==> src/design/dprq_pkg.sv <==
`timescale 1ns / 1ps
`default_nettype none
// ----------------------------------------------------------------------------
// dprq_pkg
// Shared constants and controller/datapath interface types for the
// deduplicating pair ring queue.
// ----------------------------------------------------------------------------
package dprq_pkg;

	localparam int unsigned QUEUE_DEPTH = 8;
	localparam int unsigned ID_W        = 8;
	localparam logic [ID_W-1:0] EMPTY_ID = 8'hFF;
	localparam logic [ID_W-1:0] ZERO_ID  = 8'h00;

	localparam logic CMD_ADD    = 1'b0;
	localparam logic CMD_REMOVE = 1'b1;

	// controller -> datapath
	typedef struct packed {
		logic load;      // capture the input transaction, clear scan and flags
		logic rd_scan;   // read the slot at the scan index, advance it
		logic pop;       // empty the head slot, advance head
		logic wr_first;  // write the first (or only) id at the tail
		logic wr_second; // write the second id of a pair at the tail
		logic rd_head;   // read the slot at the head index
		logic emit;      // load the output register
	} ctl_cmd_t;

	// datapath -> controller
	typedef struct packed {
		logic is_remove;
		logic has_ids;
		logic is_pair;
		logic head_occ;
		logic dup;
		logic room;
		logic scan_last;
		logic out_free;
	} ctl_sts_t;

endpackage
`default_nettype wire

==> src/design/dedup_pair_ring_queue_top.sv <==
`timescale 1ns / 1ps
`default_nettype none
// ----------------------------------------------------------------------------
// dedup_pair_ring_queue_top
// Ring queue of message ids that rejects duplicates and writes pairs
// atomically; one result transaction per command transaction.
// ----------------------------------------------------------------------------
// The block takes one command at a time. A remove, or an add that names no
// id, passes through accept, check, head read and emit before the input is
// ready again. An add that names an id also runs the duplicate check, which
// walks every slot through the single read port of the slot RAM, one slot
// per cycle, and a pair is written through its single write port, first id
// then second id. A rejected add skips the writes. The emit step waits while
// the previous result still waits on m_tready. The input is ready again in
// the cycle after the result is loaded into the output register, so a
// pending result may wait on m_tready while the next command is already
// taken. Slot occupancy lives in flip-flops cleared by reset, so no clearing
// pass is needed; an empty slot reads as 0xFF. Id 0 is never treated as a
// duplicate, and a pair of equal new ids is accepted.
// ----------------------------------------------------------------------------
module dedup_pair_ring_queue_top #(
	parameter int unsigned QUEUE_DEPTH = dprq_pkg::QUEUE_DEPTH
) (
	input  wire         clk,
	input  wire         arst_n,
	// command transactions
	input  wire         s_tvalid,
	output logic        s_tready,
	input  wire  [15:0] s_tdata,  // [7:0] first_id, [15:8] second_id
	input  wire  [0:0]  s_tuser,  // [0] command (0 add, 1 remove)
	// result transactions
	output logic        m_tvalid,
	input  wire         m_tready,
	output logic [15:0] m_tdata   // [0] accepted, [8:1] head_id, [15:9] zero
);

	dprq_pkg::ctl_cmd_t        cmd;
	dprq_pkg::ctl_sts_t        sts;
	logic                      res_accepted;
	logic [dprq_pkg::ID_W-1:0] res_head_id;

	// sequence each transaction
	dprq_ctrl u_ctrl (
		.clk      (clk),
		.arst_n   (arst_n),
		.in_valid (s_tvalid),
		.in_ready (s_tready),
		.sts      (sts),
		.cmd      (cmd)
	);

	// hold slots, pointers and the result register
	dprq_dp #(
		.DEPTH (QUEUE_DEPTH)
	) u_dp (
		.clk          (clk),
		.arst_n       (arst_n),
		.in_command   (s_tuser[0]),
		.in_first_id  (s_tdata[7:0]),
		.in_second_id (s_tdata[15:8]),
		.cmd          (cmd),
		.sts          (sts),
		.out_valid    (m_tvalid),
		.out_ready    (m_tready),
		.out_accepted (res_accepted),
		.out_head_id  (res_head_id)
	);

	// pack the result, pad to whole bytes
	assign m_tdata = {7'd0, res_head_id, res_accepted};

endmodule
`default_nettype wire

==> src/design/dprq_ram.sv <==
`timescale 1ns / 1ps
`default_nettype none
// ----------------------------------------------------------------------------
// dprq_ram
// Generic single-write, single-read RAM with registered read data.
// ----------------------------------------------------------------------------
module dprq_ram #(
	parameter int unsigned WIDTH = 8,
	parameter int unsigned DEPTH = 8
) (
	input  wire                     clk,
	input  wire                     wr_en,
	input  wire [$clog2(DEPTH)-1:0] wr_addr,
	input  wire [WIDTH-1:0]         wr_data,
	input  wire                     rd_en,
	input  wire [$clog2(DEPTH)-1:0] rd_addr,
	output logic [WIDTH-1:0]        rd_data
);

	logic [WIDTH-1:0] mem [DEPTH];

	always_ff @(posedge clk) begin
		if (wr_en) begin
			mem[wr_addr] <= wr_data;
		end
		if (rd_en) begin
			rd_data <= mem[rd_addr];
		end
	end

endmodule
`default_nettype wire

==> src/design/dprq_dp.sv <==
`timescale 1ns / 1ps
`default_nettype none
// ----------------------------------------------------------------------------
// dprq_dp
// Datapath: slot storage, occupancy bits, head/tail pointers, duplicate
// scan compare and the result register.
// ----------------------------------------------------------------------------
module dprq_dp #(
	parameter int unsigned DEPTH = dprq_pkg::QUEUE_DEPTH
) (
	input  wire                        clk,
	input  wire                        arst_n,
	input  wire                        in_command,
	input  wire [dprq_pkg::ID_W-1:0]   in_first_id,
	input  wire [dprq_pkg::ID_W-1:0]   in_second_id,
	input  wire dprq_pkg::ctl_cmd_t    cmd,
	output dprq_pkg::ctl_sts_t         sts,
	output logic                       out_valid,
	input  wire                        out_ready,
	output logic                       out_accepted,
	output logic [dprq_pkg::ID_W-1:0]  out_head_id
);

	localparam int unsigned IDX_W = $clog2(DEPTH);
	localparam logic [IDX_W-1:0] LAST_IDX = IDX_W'(DEPTH - 1);

	function automatic logic [IDX_W-1:0] inc_wrap(input logic [IDX_W-1:0] i);
		return (i == LAST_IDX) ? '0 : i + 1'b1;
	endfunction

	logic                      command_q;
	logic [dprq_pkg::ID_W-1:0] a_q;
	logic [dprq_pkg::ID_W-1:0] b_q;
	logic [DEPTH-1:0]          occ_q;
	logic [IDX_W-1:0]          head_q;
	logic [IDX_W-1:0]          tail_q;
	logic [IDX_W-1:0]          scan_idx_q;
	logic [IDX_W-1:0]          scan_idx_s1;
	logic                      scan_vld_s1;
	logic                      dup_q;
	logic                      acc_q;
	logic                      out_vld_q;
	logic                      out_acc_q;
	logic [dprq_pkg::ID_W-1:0] out_id_q;

	logic                      has_a;
	logic                      has_b;
	logic                      wr_en;
	logic [dprq_pkg::ID_W-1:0] wr_data;
	logic                      rd_en;
	logic [IDX_W-1:0]          rd_addr;
	logic [dprq_pkg::ID_W-1:0] rd_data;
	logic                      hit;

	assign has_a = (a_q != dprq_pkg::EMPTY_ID);
	assign has_b = (b_q != dprq_pkg::EMPTY_ID);

	assign wr_en   = cmd.wr_first | cmd.wr_second;
	assign wr_data = (cmd.wr_first && has_a) ? a_q : b_q;
	assign rd_en   = cmd.rd_scan | cmd.rd_head;
	assign rd_addr = cmd.rd_scan ? scan_idx_q : head_q;

	dprq_ram #(
		.WIDTH (dprq_pkg::ID_W),
		.DEPTH (DEPTH)
	) u_slots (
		.clk     (clk),
		.wr_en   (wr_en),
		.wr_addr (tail_q),
		.wr_data (wr_data),
		.rd_en   (rd_en),
		.rd_addr (rd_addr),
		.rd_data (rd_data)
	);

	// id zero is never a duplicate; empty slots never match
	assign hit = scan_vld_s1 && occ_q[scan_idx_s1] && (rd_data != dprq_pkg::ZERO_ID) &&
		((has_a && (rd_data == a_q)) || (has_b && (rd_data == b_q)));

	always_ff @(posedge clk or negedge arst_n) begin
		if (!arst_n) begin
			occ_q       <= '0;
			head_q      <= '0;
			tail_q      <= '0;
			scan_vld_s1 <= 1'b0;
			out_vld_q   <= 1'b0;
		end else begin
			scan_vld_s1 <= cmd.rd_scan;
			if (cmd.pop) begin
				occ_q[head_q] <= 1'b0;
				head_q        <= inc_wrap(head_q);
			end
			if (wr_en) begin
				occ_q[tail_q] <= 1'b1;
				tail_q        <= inc_wrap(tail_q);
			end
			if (cmd.emit) begin
				out_vld_q <= 1'b1;
			end else if (out_ready) begin
				out_vld_q <= 1'b0;
			end
		end
	end

	always_ff @(posedge clk) begin
		scan_idx_s1 <= scan_idx_q;
		if (cmd.load) begin
			command_q  <= in_command;
			a_q        <= in_first_id;
			b_q        <= in_second_id;
			scan_idx_q <= '0;
			dup_q      <= 1'b0;
			acc_q      <= 1'b0;
		end else begin
			if (cmd.rd_scan) begin
				scan_idx_q <= inc_wrap(scan_idx_q);
			end
			if (hit) begin
				dup_q <= 1'b1;
			end
			if (cmd.pop || cmd.wr_first) begin
				acc_q <= 1'b1;
			end
		end
		if (cmd.emit) begin
			out_acc_q <= acc_q;
			out_id_q  <= occ_q[head_q] ? rd_data : dprq_pkg::EMPTY_ID;
		end
	end

	always_comb begin
		sts.is_remove = (command_q == dprq_pkg::CMD_REMOVE);
		sts.has_ids   = has_a | has_b;
		sts.is_pair   = has_a & has_b;
		sts.head_occ  = occ_q[head_q];
		sts.dup       = dup_q;
		sts.room      = !occ_q[tail_q] && !(has_a && has_b && occ_q[inc_wrap(tail_q)]);
		sts.scan_last = (scan_idx_q == LAST_IDX);
		sts.out_free  = !out_vld_q || out_ready;
	end

	assign out_valid    = out_vld_q;
	assign out_accepted = out_acc_q;
	assign out_head_id  = out_id_q;

	a_wr_empty_slot : assert property (@(posedge clk) disable iff (!arst_n)
		wr_en |-> !occ_q[tail_q])
		else $error("write into an occupied slot");

	a_pop_occupied : assert property (@(posedge clk) disable iff (!arst_n)
		cmd.pop |-> occ_q[head_q])
		else $error("pop from an empty head slot");

	a_pop_clears : assert property (@(posedge clk) disable iff (!arst_n)
		cmd.pop && !wr_en |=> !occ_q[$past(head_q)])
		else $error("popped slot still occupied");

	a_emit_free : assert property (@(posedge clk) disable iff (!arst_n)
		cmd.emit |-> (!out_vld_q || out_ready))
		else $error("result register overwritten before taken");

endmodule
`default_nettype wire

==> src/design/dprq_ctrl.sv <==
`timescale 1ns / 1ps
`default_nettype none
// ----------------------------------------------------------------------------
// dprq_ctrl
// Controller: sequences load, duplicate scan, decide/write, head read and
// result emission for one transaction at a time.
// ----------------------------------------------------------------------------
module dprq_ctrl (
	input  wire                      clk,
	input  wire                      arst_n,
	input  wire                      in_valid,
	output logic                     in_ready,
	input  wire dprq_pkg::ctl_sts_t  sts,
	output dprq_pkg::ctl_cmd_t       cmd
);

	localparam logic [2:0] ST_IDLE   = 3'd0;
	localparam logic [2:0] ST_CHECK  = 3'd1;
	localparam logic [2:0] ST_SCAN   = 3'd2;
	localparam logic [2:0] ST_DRAIN  = 3'd3;
	localparam logic [2:0] ST_DECIDE = 3'd4;
	localparam logic [2:0] ST_WRITE2 = 3'd5;
	localparam logic [2:0] ST_HREAD  = 3'd6;
	localparam logic [2:0] ST_DONE   = 3'd7;

	logic [2:0] state_q;
	logic [2:0] state_d;

	always_comb begin
		state_d  = state_q;
		cmd      = '0;
		in_ready = 1'b0;
		unique case (state_q)
			ST_IDLE: begin
				in_ready = 1'b1;
				if (in_valid) begin
					cmd.load = 1'b1;
					state_d  = ST_CHECK;
				end
			end
			ST_CHECK: begin
				priority if (sts.is_remove) begin
					cmd.pop = sts.head_occ;
					state_d = ST_HREAD;
				end else if (!sts.has_ids) begin
					state_d = ST_HREAD;
				end else begin
					state_d = ST_SCAN;
				end
			end
			ST_SCAN: begin
				cmd.rd_scan = 1'b1;
				if (sts.scan_last) begin
					state_d = ST_DRAIN;
				end
			end
			ST_DRAIN: begin
				state_d = ST_DECIDE;
			end
			ST_DECIDE: begin
				if (!sts.dup && sts.room) begin
					cmd.wr_first = 1'b1;
					state_d      = sts.is_pair ? ST_WRITE2 : ST_HREAD;
				end else begin
					state_d = ST_HREAD;
				end
			end
			ST_WRITE2: begin
				cmd.wr_second = 1'b1;
				state_d       = ST_HREAD;
			end
			ST_HREAD: begin
				cmd.rd_head = 1'b1;
				state_d     = ST_DONE;
			end
			ST_DONE: begin
				if (sts.out_free) begin
					cmd.emit = 1'b1;
					state_d  = ST_IDLE;
				end
			end
			default: begin
				state_d = ST_IDLE;
			end
		endcase
	end

	always_ff @(posedge clk or negedge arst_n) begin
		if (!arst_n) begin
			state_q <= ST_IDLE;
		end else begin
			state_q <= state_d;
		end
	end

	a_one_mover : assert property (@(posedge clk) disable iff (!arst_n)
		$countones({cmd.load, cmd.rd_scan, cmd.pop, cmd.wr_first, cmd.wr_second,
			cmd.rd_head, cmd.emit}) <= 1)
		else $error("more than one datapath command in a cycle");

	a_scan_to_drain : assert property (@(posedge clk) disable iff (!arst_n)
		(cmd.rd_scan && sts.scan_last) |=> (state_q == ST_DRAIN))
		else $error("scan did not end in drain");

	a_write_pair : assert property (@(posedge clk) disable iff (!arst_n)
		cmd.wr_second |-> ($past(cmd.wr_first) && $past(sts.is_pair)))
		else $error("second write without a first write of a pair");

endmodule
`default_nettype wire
==> config.mk <==
export PLATFORM = sky130hd
export DESIGN_NAME = dedup_pair_ring_queue_top
export DESIGN_NICKNAME = d
export VERILOG_FILES = /design/src/design/dprq_pkg.sv /design/src/design/dedup_pair_ring_queue_top.sv /design/src/design/dprq_ram.sv /design/src/design/dprq_dp.sv /design/src/design/dprq_ctrl.sv
export SDC_FILE = /design/constraint.sdc
export NUM_CORES = 1
export LEC_CHECK = 0
export ABC_AREA = 1
export BUFFER_PORTS_ARGS = -buffer_cell sky130_fd_sc_hd__buf_2
export CAP_MARGIN = 20
export CORE_MARGIN = 3
export CORE_UTILIZATION = 43
export DETAILED_ROUTE_END_ITERATION = 10
export SETUP_SLACK_MARGIN = 0.2
export SLEW_MARGIN = 20
export SYNTH_ARGS = -nofsm -noshare
export SYNTH_HDL_FRONTEND = slang
export SYNTH_SLANG_ARGS = --single-unit
export TNS_END_PERCENT = 1
==> constraint.sdc <==
create_clock -name clk -period 5.1 [get_ports clk]
set_input_delay 0.255 -clock clk [delete_from_list [all_inputs] [get_ports clk]]
set_output_delay 0.255 -clock clk [all_outputs]
set_load 0.005 [all_outputs]
==> results of run 1 <==
## layout make-up
cell class / count / area (µm²)
repair buffers: 36 / 205
inverters: 81 / 307
clock buffers: 17 / 425
flip-flops and latches: 125 / 3580
multi-input cells: 373 / 1930
well taps: 176 / 220
fillers: 1194 / 6550
clock inverters: 15 / 184
## report_power, final
group          leakage [nW]  internal (mW)  switching (mW)  total [mW]
Sequential             1.18           1.42           0.216        1.63
Clock                 0.298          0.776           0.458        1.23
Combinational          1.45          0.521            1.08        1.60
Total                  2.93           2.71            1.76        4.47
## how the worst max path moves through the flow
stage	start	to	slack, ps	depth (start not counted)
after global routing	u_dp.tail_q[0]$_DFFE_PN0P_	u_dp.u_slots.mem[0][4]$_DFFE_PP_	2180	11
after CTS	u_dp.tail_q[0]$_DFFE_PN0P_	u_dp.u_slots.mem[3][5]$_DFFE_PP_	2440	11
after global placement	u_dp.tail_q[0]$_DFFE_PN0P_	u_dp.u_slots.mem[3][6]$_DFFE_PP_	2500	11
after floorplan	u_dp.tail_q[1]$_DFFE_PN0P_	u_dp.u_slots.mem[2][0]$_DFFE_PP_	2890	12
final	u_dp.tail_q[0]$_DFFE_PN0P_	u_dp.u_slots.mem[3][3]$_DFFE_PP_	2450	11
after detailed placement	u_dp.tail_q[0]$_DFFE_PN0P_	u_dp.u_slots.mem[0][5]$_DFFE_PP_	2440	11
## worst register-to-register path, stage by stage (launching register included)
cell     delay [ps]
dfrtp_1         480
ha_1            250
ha_1            200
nor2_2          180
nand2_1          80
nand3_1          80
nand3_1          80
nand3_1         160
nand3_2         150
nand2_2         270
nand2_2          90
inv_1           290
## state kept, by name, indices dropped and copies added (netlist names)
signal,count
u_dp.scan_idx_q,3
u_dp.out_head_id,8
u_dp.out_valid,1
u_dp.acc_q,1
u_dp.dup_q,1
u_dp.head_q,3
u_dp.command_q,1
u_dp.a_q,8
u_dp.out_accepted,1
u_dp.scan_vld_s1,1
u_dp.u_slots.mem,64
u_dp.occ_q,8
u_dp.scan_idx_s1,3
u_ctrl.state_q,3
u_dp.u_slots.rd_data,8
u_dp.b_q,8
u_dp.tail_q,3
## stage by stage
step	hold slack [ps]	instances	area (µm²)	total power [mW]
after floorplan	-40.6	603	5990	2.88
after global placement	229	786	6180	3.21
after detailed placement	236	786	6190	3.25
after CTS	0.726	823	6850	4.50
after global routing	3.09	823	6850	4.79
final	15.9	823	6850	4.47
## cell families after synthesis
group,Yosys count
AO/OA/AOI/OAI,77
XOR/XNOR,16
adder cells (fa/ha/maj),6
buffers and inverters,105
flip-flops,125
other,1
AND/OR/NAND/NOR,267
## synthesized netlist by cell type, drive strengths merged (7+ instances only)
| library cell | instances | area, µm² |
|---|---|---|
| nand2 | 177 | 707 |
| edfxtp | 98 | 2940 |
| inv | 81 | 307 |
| nand3 | 39 | 205 |
| nor2 | 37 | 161 |
| o21ai | 37 | 208 |
| buf | 22 | 171 |
| dfrtp | 19 | 475 |
| o211ai | 18 | 145 |
| a21oi | 12 | 60.1 |
| xnor2 | 10 | 87.6 |
| dfxtp | 8 | 160 |
| o2bb2ai | 8 | 101 |
| nor3 | 7 | 35.0 |
## per-layer routing
metal  track usage  routed length (µm)  share of wire  vias to the layer above
met4        0.0934                 367          0.028                        0
met2         0.275                5910           0.45                      141
met3        0.0427                 804          0.062                       25
met5             0                   0              0                        -
li1              -                   -              -                     2047
met1         0.251                5980           0.46                     1979
==> summary.md, run 1 <==
| Metric | Value |
|---|---|
| Hold Crit Start | `s_tdata[13]` |
| Largest family of logic cells by synthesized area | `simple AND/OR/NAND/NOR gates` |
| First-pass GRT wire length | `20.9 mm` |
| Clk_skew | `7.71 ps` |
| Initial antenna violation count | `0` |
| First DRT Iteration DRCs | `345` |
| Complex-gate fraction of the synthesized area | `0.0887` |
| Share of cells above drive strength 1 | `0.158` |
| Arrival time worst endpoint | `2730 ps` |
| Min-Delay Endpoint | `u_dp.b_q[5]$_DFFE_PP_` |
| R2r endpoint | `u_dp.u_slots.mem[3][3]$_DFFE_PP_` |
| CTS Buf Count | `17` |
| Worst Hold Path Cells | `1` |
| Synth Instances | `597` |
| Yosys warnings | `0` |
| Critical Path Fanout Max | `11` |
| Slew Limit Fails | `0` |
| Via density | `5.09` |
| DR WL/cell | `15.9 µm` |
| Pre-CTS worst setup slack | `2440 ps` |
| Routed Antenna Nets | `0` |
| GPL Wtd Cong | `0.919` |
| Antenna Cells | `0` |
| Final Setup Violations | `0` |
| Grt ovf | `0` |
| Die area | `15300 µm²` |
| Setup crit start kind | `register` |
| Clk root buf | `clkbuf_16` |
| Slew at the pin closest to its max-slew limit | `850 ps` |
| Power Density | `653 nW/µm²` |
| Mux cell area share after synthesis | `0` |
| WP buf/inv | `1` |
| Die H | `124 µm` |
| EDFF count, synth | `98` |
| Nets@finish | `661` |
| H-tree depth | `4` |
| Worst Slack Setup Final | `2450 ps` |
| Seq/Total Area, Yosys | `0.600` |
| Critical path class | `reg -> reg` |
| Post-DP HPWL | `9.43 mm` |
| Drc violations | `0` |
| Tightest Hold Check Type | `in -> reg` |
| Crit path top cell by count | `nand3_1` |
| Fmax | `378 MHz` |
| Commonest non-fill, non-tap cells in the layout | `nand2_1, edfxtp_1, inv_1, nand3_1, nor2_1` |
| Longest Clk Path Bufs | `2` |
| Final hold vios | `0` |
| Core ar. | `13400 µm²` |
| Average size of a mapped cell | `9.99 µm²` |
| Adder-cell share of the synthesized area | `0.0126` |
| Slowest CP cell | `dfrtp_1` |
| Layout area overhead | `14.8%` |
| # resized after CTS | `0` |
| Setup TNS | `0 ps` |
| Initial cell density of the core | `0.445` |
| Worst r2r src | `u_dp.tail_q[0]$_DFFE_PN0P_` |
| Worst EP required | `5190 ps` |
| Xor and xnor fraction of the mapped netlist area | `0.0235` |
| Crit path time final | `2650 ps` |
| Clock sinks | `125` |
| Drt first pass iters | `5` |
| Vias in the first global route | `4006` |
| Seq cells post-synth | `125` |
| Global Route Usage Sum | `0.184` |
| RSZ-0062 raised after global routing | `false` |
| I/O Buffers | `31` |
| Synth Cell Area | `5970 µm²` |
| Core Rows | `42` |
| Max-slew headroom | `0.433` |
| Worst-path clk slew | `60 ps` |
| Status | `completed` |
| Reg2reg path depth | `11` |
| VDD IR max | `0.263 mV` |
| CTS tree | `built` |
| Die Wd | `124 µm` |
| Cts hold-fix bufs | `5` |
| Slowest Stage Delay on Critical Path | `480 ps` |
| Max-Cap Viols | `0` |
| Pleak | `2.93 nW` |
| Worst skew pair latency | `420 ps` |
| Worst Setup End Kind | `register` |
| Worst path cell trace | `ha_1 -> ha_1 -> nor2_2 -> nand2_1 -> nand3_1 -> nand3_1 -> nand3_1 -> nand3_2 -> nand2_2 -> nand2_2 -> inv_1` |
| R2R setup slack | `2450 ps` |
| Post-route clock period utilization | `0.519` |
| Setup Fix Bufs, Post-CTS | `0` |
| Post-route core utilization | `0.511` |
| Primary FF master, synth | `edfxtp_1` |
| Vias | `4192` |
| Ports | `39` |
| Synth async-reset ratio | `0.152` |
| Most common cell after layout, fill and taps aside | `nand2_1` |
| Largest net degree at the start of global routing | `33` |
| CP delay by family, top | `simple AND/OR/NAND/NOR gates` |
| Distinct cell type count after synthesis | `38` |
| DRT Wirelength | `13.1 mm` |
| Fraction of the mapped netlist area in simple logic gates | `0.193` |
No activity file was read; power rests on OpenSTA's default activity.
==> inputs of run 2 (changes only) <==
- clock period: 5.1 -> 2.3 ns (I/O delays scaled with it)
==> summary.md, run 2 (synthesized netlist as in run 1, its figures left out) <==
| Metric | Value |
|---|---|
| Clk root buf | `clkbuf_16` |
| Worst Slack Setup Final | `220 ps (-2230 ps)` |
| Pwr Total | `10.2 mW (+130%)` |
| Post-route clock period utilization | `0.904 (+0.385)` |
| Longest Clk Path Bufs | `2 (unchanged)` |
| DR WL/cell | `15.6 µm (-1.9%)` |
| Die H | `124 µm (unchanged)` |
| Post-DP HPWL | `9.58 mm (+1.7%)` |
| Most common cell after layout, fill and taps aside | `nand2_1` |
| Fillers | `1132 (-5.2%)` |
| Share of cells above drive strength 1 | `0.218 (+0.0608)` |
| R2R setup slack | `220 ps (-2230 ps)` |
| I/O Buffers | `31 (unchanged)` |
| Core Rows | `42 (unchanged)` |
| Worst skew pair latency | `410 ps (about the same)` |
| Nets@finish | `696 (+5.3%)` |
| Max-Cap Viols | `0 (unchanged)` |
| RSZ-0062 raised after global routing | `true` |
| Ports | `39 (unchanged)` |
| Largest net degree at the start of global routing | `27 (-18%)` |
| Initial antenna violation count | `0 (unchanged)` |
| Most flops, register | `u_dp.u_slots.mem` |
| Drt first pass iters | `5 (unchanged)` |
| First-pass GRT wire length | `20.8 mm (-0.69%)` |
| Worst EP required | `2420 ps (-2770 ps)` |
| Final Setup Violations | `0 (unchanged)` |
| Slowest CP cell | `dfrtp_1` |
| R2r endpoint | `u_dp.u_slots.mem[4][1]$_DFFE_PP_` |
| Fmax | `481 MHz (+27%)` |
| Core ar. | `13400 µm² (unchanged)` |
| Die area | `15300 µm² (unchanged)` |
| Initial cell density of the core | `0.445 (unchanged)` |
| Crit path time final | `2080 ps (-566 ps)` |
| Layout Cells excl Fill | `858 (+4.3%)` |
| Clk_skew | `7.70 ps (-0.00958 ps)` |
| DRT Wirelength | `13.4 mm (+2.3%)` |
| Final hold vios | `0 (unchanged)` |
| Placed insts | `801 (+1.9%)` |
| Worst Setup End Kind | `register` |
| Pleak | `3.08 nW (+5.2%)` |
| Tightest Hold Check Type | `in -> async` |
| CTS tree | `built` |
| GPL Wtd Cong | `0.945 (+2.9%)` |
| Slew Limit Fails | `0 (unchanged)` |
| Layout area overhead | `22.9%` |
| Critical Path Fanout Max | `8 (-3)` |
| Reg2reg path depth | `12 (+1)` |
| Power Density | `1400 nW/µm² (+110%)` |
| H-tree depth | `4 (unchanged)` |
| Arrival time worst endpoint | `2200 ps (-530 ps)` |
| Via density | `4.98 (-2.2%)` |
| Final hold slack | `192 ps (+176 ps)` |
| Status | `completed` |
| Grt ovf | `0 (unchanged)` |
| Vias in the first global route | `4086 (+2.0%)` |
| Crit path from | `u_dp.tail_q[0]$_DFFE_PN0P_` |
| Setup TNS | `0 ps (unchanged)` |
| Pre-CTS worst setup slack | `-38.9 ps (-2480 ps)` |
| Clock sinks | `125 (unchanged)` |
| Global Route Usage Sum | `0.182 (-0.00192)` |
| VDD IR max | `0.537 mV (+100%)` |
| First DRT Iteration DRCs | `376 (+9.0%)` |
| Critical path class | `reg -> reg` |
| Number of flip-flops in the largest register | `64 (unchanged)` |
| Worst r2r src | `u_dp.tail_q[0]$_DFFE_PN0P_` |
| Worst path cell trace | `ha_2 -> ha_2 -> nor2_4 -> nand2_1 -> nand3_1 -> nand3_2 -> nand3_4 -> nand3_4 -> nand2_4 -> buf_8 -> nand2_2 -> clkinv_4` |
| Commonest non-fill, non-tap cells in the layout | `nand2_1, edfxtp_1, inv_1, nor2_1, buf_2` |
| Antenna Cells | `0 (unchanged)` |
| Vias | `4274 (+2.0%)` |
| Slowest Stage Delay on Critical Path | `380 ps (-100 ps)` |
| Routed Antenna Nets | `0 (unchanged)` |
| Drc violations | `0 (unchanged)` |
| CTS Buf Count | `17 (unchanged)` |
| Worst-path clk slew | `60 ps (about the same)` |
| Setup crit start kind | `register` |
| Die Wd | `124 µm (unchanged)` |
## run 2: cell count changes in the layout (fill, tap and decap cells not counted), moves of 7 or more
cell           delta
nand3_1          -10
nand2_4          +12
buf_4            +18
dlygate4sd3_1    +15
nand3_2           +8
nand2_1           -8
clkinv_4          +7
inv_1             -8
## run 2: critical path, delay by kind of cell (launching register included)
kind	cells	cell delay, ps
AND/OR/NAND/NOR	8	800
flip-flops	1	380
adder cells (fa/ha/maj)	2	360
buffers and inverters	2	250
## run 2: final cells by class
class / instances / area [µm²] / share of cell area
flip-flops and latches: 125 / 3580 / 0.488
inverters: 81 / 339 / 0.0463
multi-input cells: 373 / 2090 / 0.286
well taps: 176 / 220 / 0.0300
clock inverters: 14 / 144 / 0.0196
clock buffers: 18 / 429 / 0.0585
repair buffers: 71 / 526 / 0.0717
## run 2: where the power goes
| part | switching (mW) | leakage [nW] | internal (mW) | total [mW] |
|---|---|---|---|---|
| registers | 0.421 | 1.18 | 3.14 | 3.56 |
| logic | 2.65 | 1.63 | 1.47 | 4.12 |
| clock network | 0.969 | 0.272 | 1.59 | 2.56 |
## run 2: what timing repair did
action	in CTS	in global routing
cloned	0	0
pin swaps	3	8
endpoints found under the setup margin	128	142
setup buffers	3	2
hold buffers	20	0
endpoints found under the hold margin	38	0
resized for setup	11	35
## run 2: how the worst max path moves through the flow
stage                                       end  slack, ps  depth (start not counted)
5_1_grt        u_dp.u_slots.mem[4][1]$_DFFE_PP_         80                         12
6_report       u_dp.u_slots.mem[4][1]$_DFFE_PP_        220                         12
2_1_floorplan  u_dp.u_slots.mem[2][0]$_DFFE_PP_        210                         12
3_3_place_gp   u_dp.u_slots.mem[4][6]$_DFFE_PP_         30                         10
4_1_cts        u_dp.u_slots.mem[3][0]$_DFFE_PP_        190                         12
3_5_place_dp   u_dp.u_slots.mem[4][4]$_DFFE_PP_        -40                         10
## run 2: per-layer routing
layer,track usage,part of all wire
met4,0.0630,0.012
met1,0.252,0.47
met5,0,0
met3,0.0395,0.056
met2,0.285,0.47
## run 2: per-stage QoR
stage           util  cell area [µm²]
3_5_place_dp   0.472             6320
4_1_cts        0.534             7160
5_1_grt        0.547             7330
3_3_place_gp   0.472             6320
6_report       0.547             7330
2_1_floorplan      -             6010
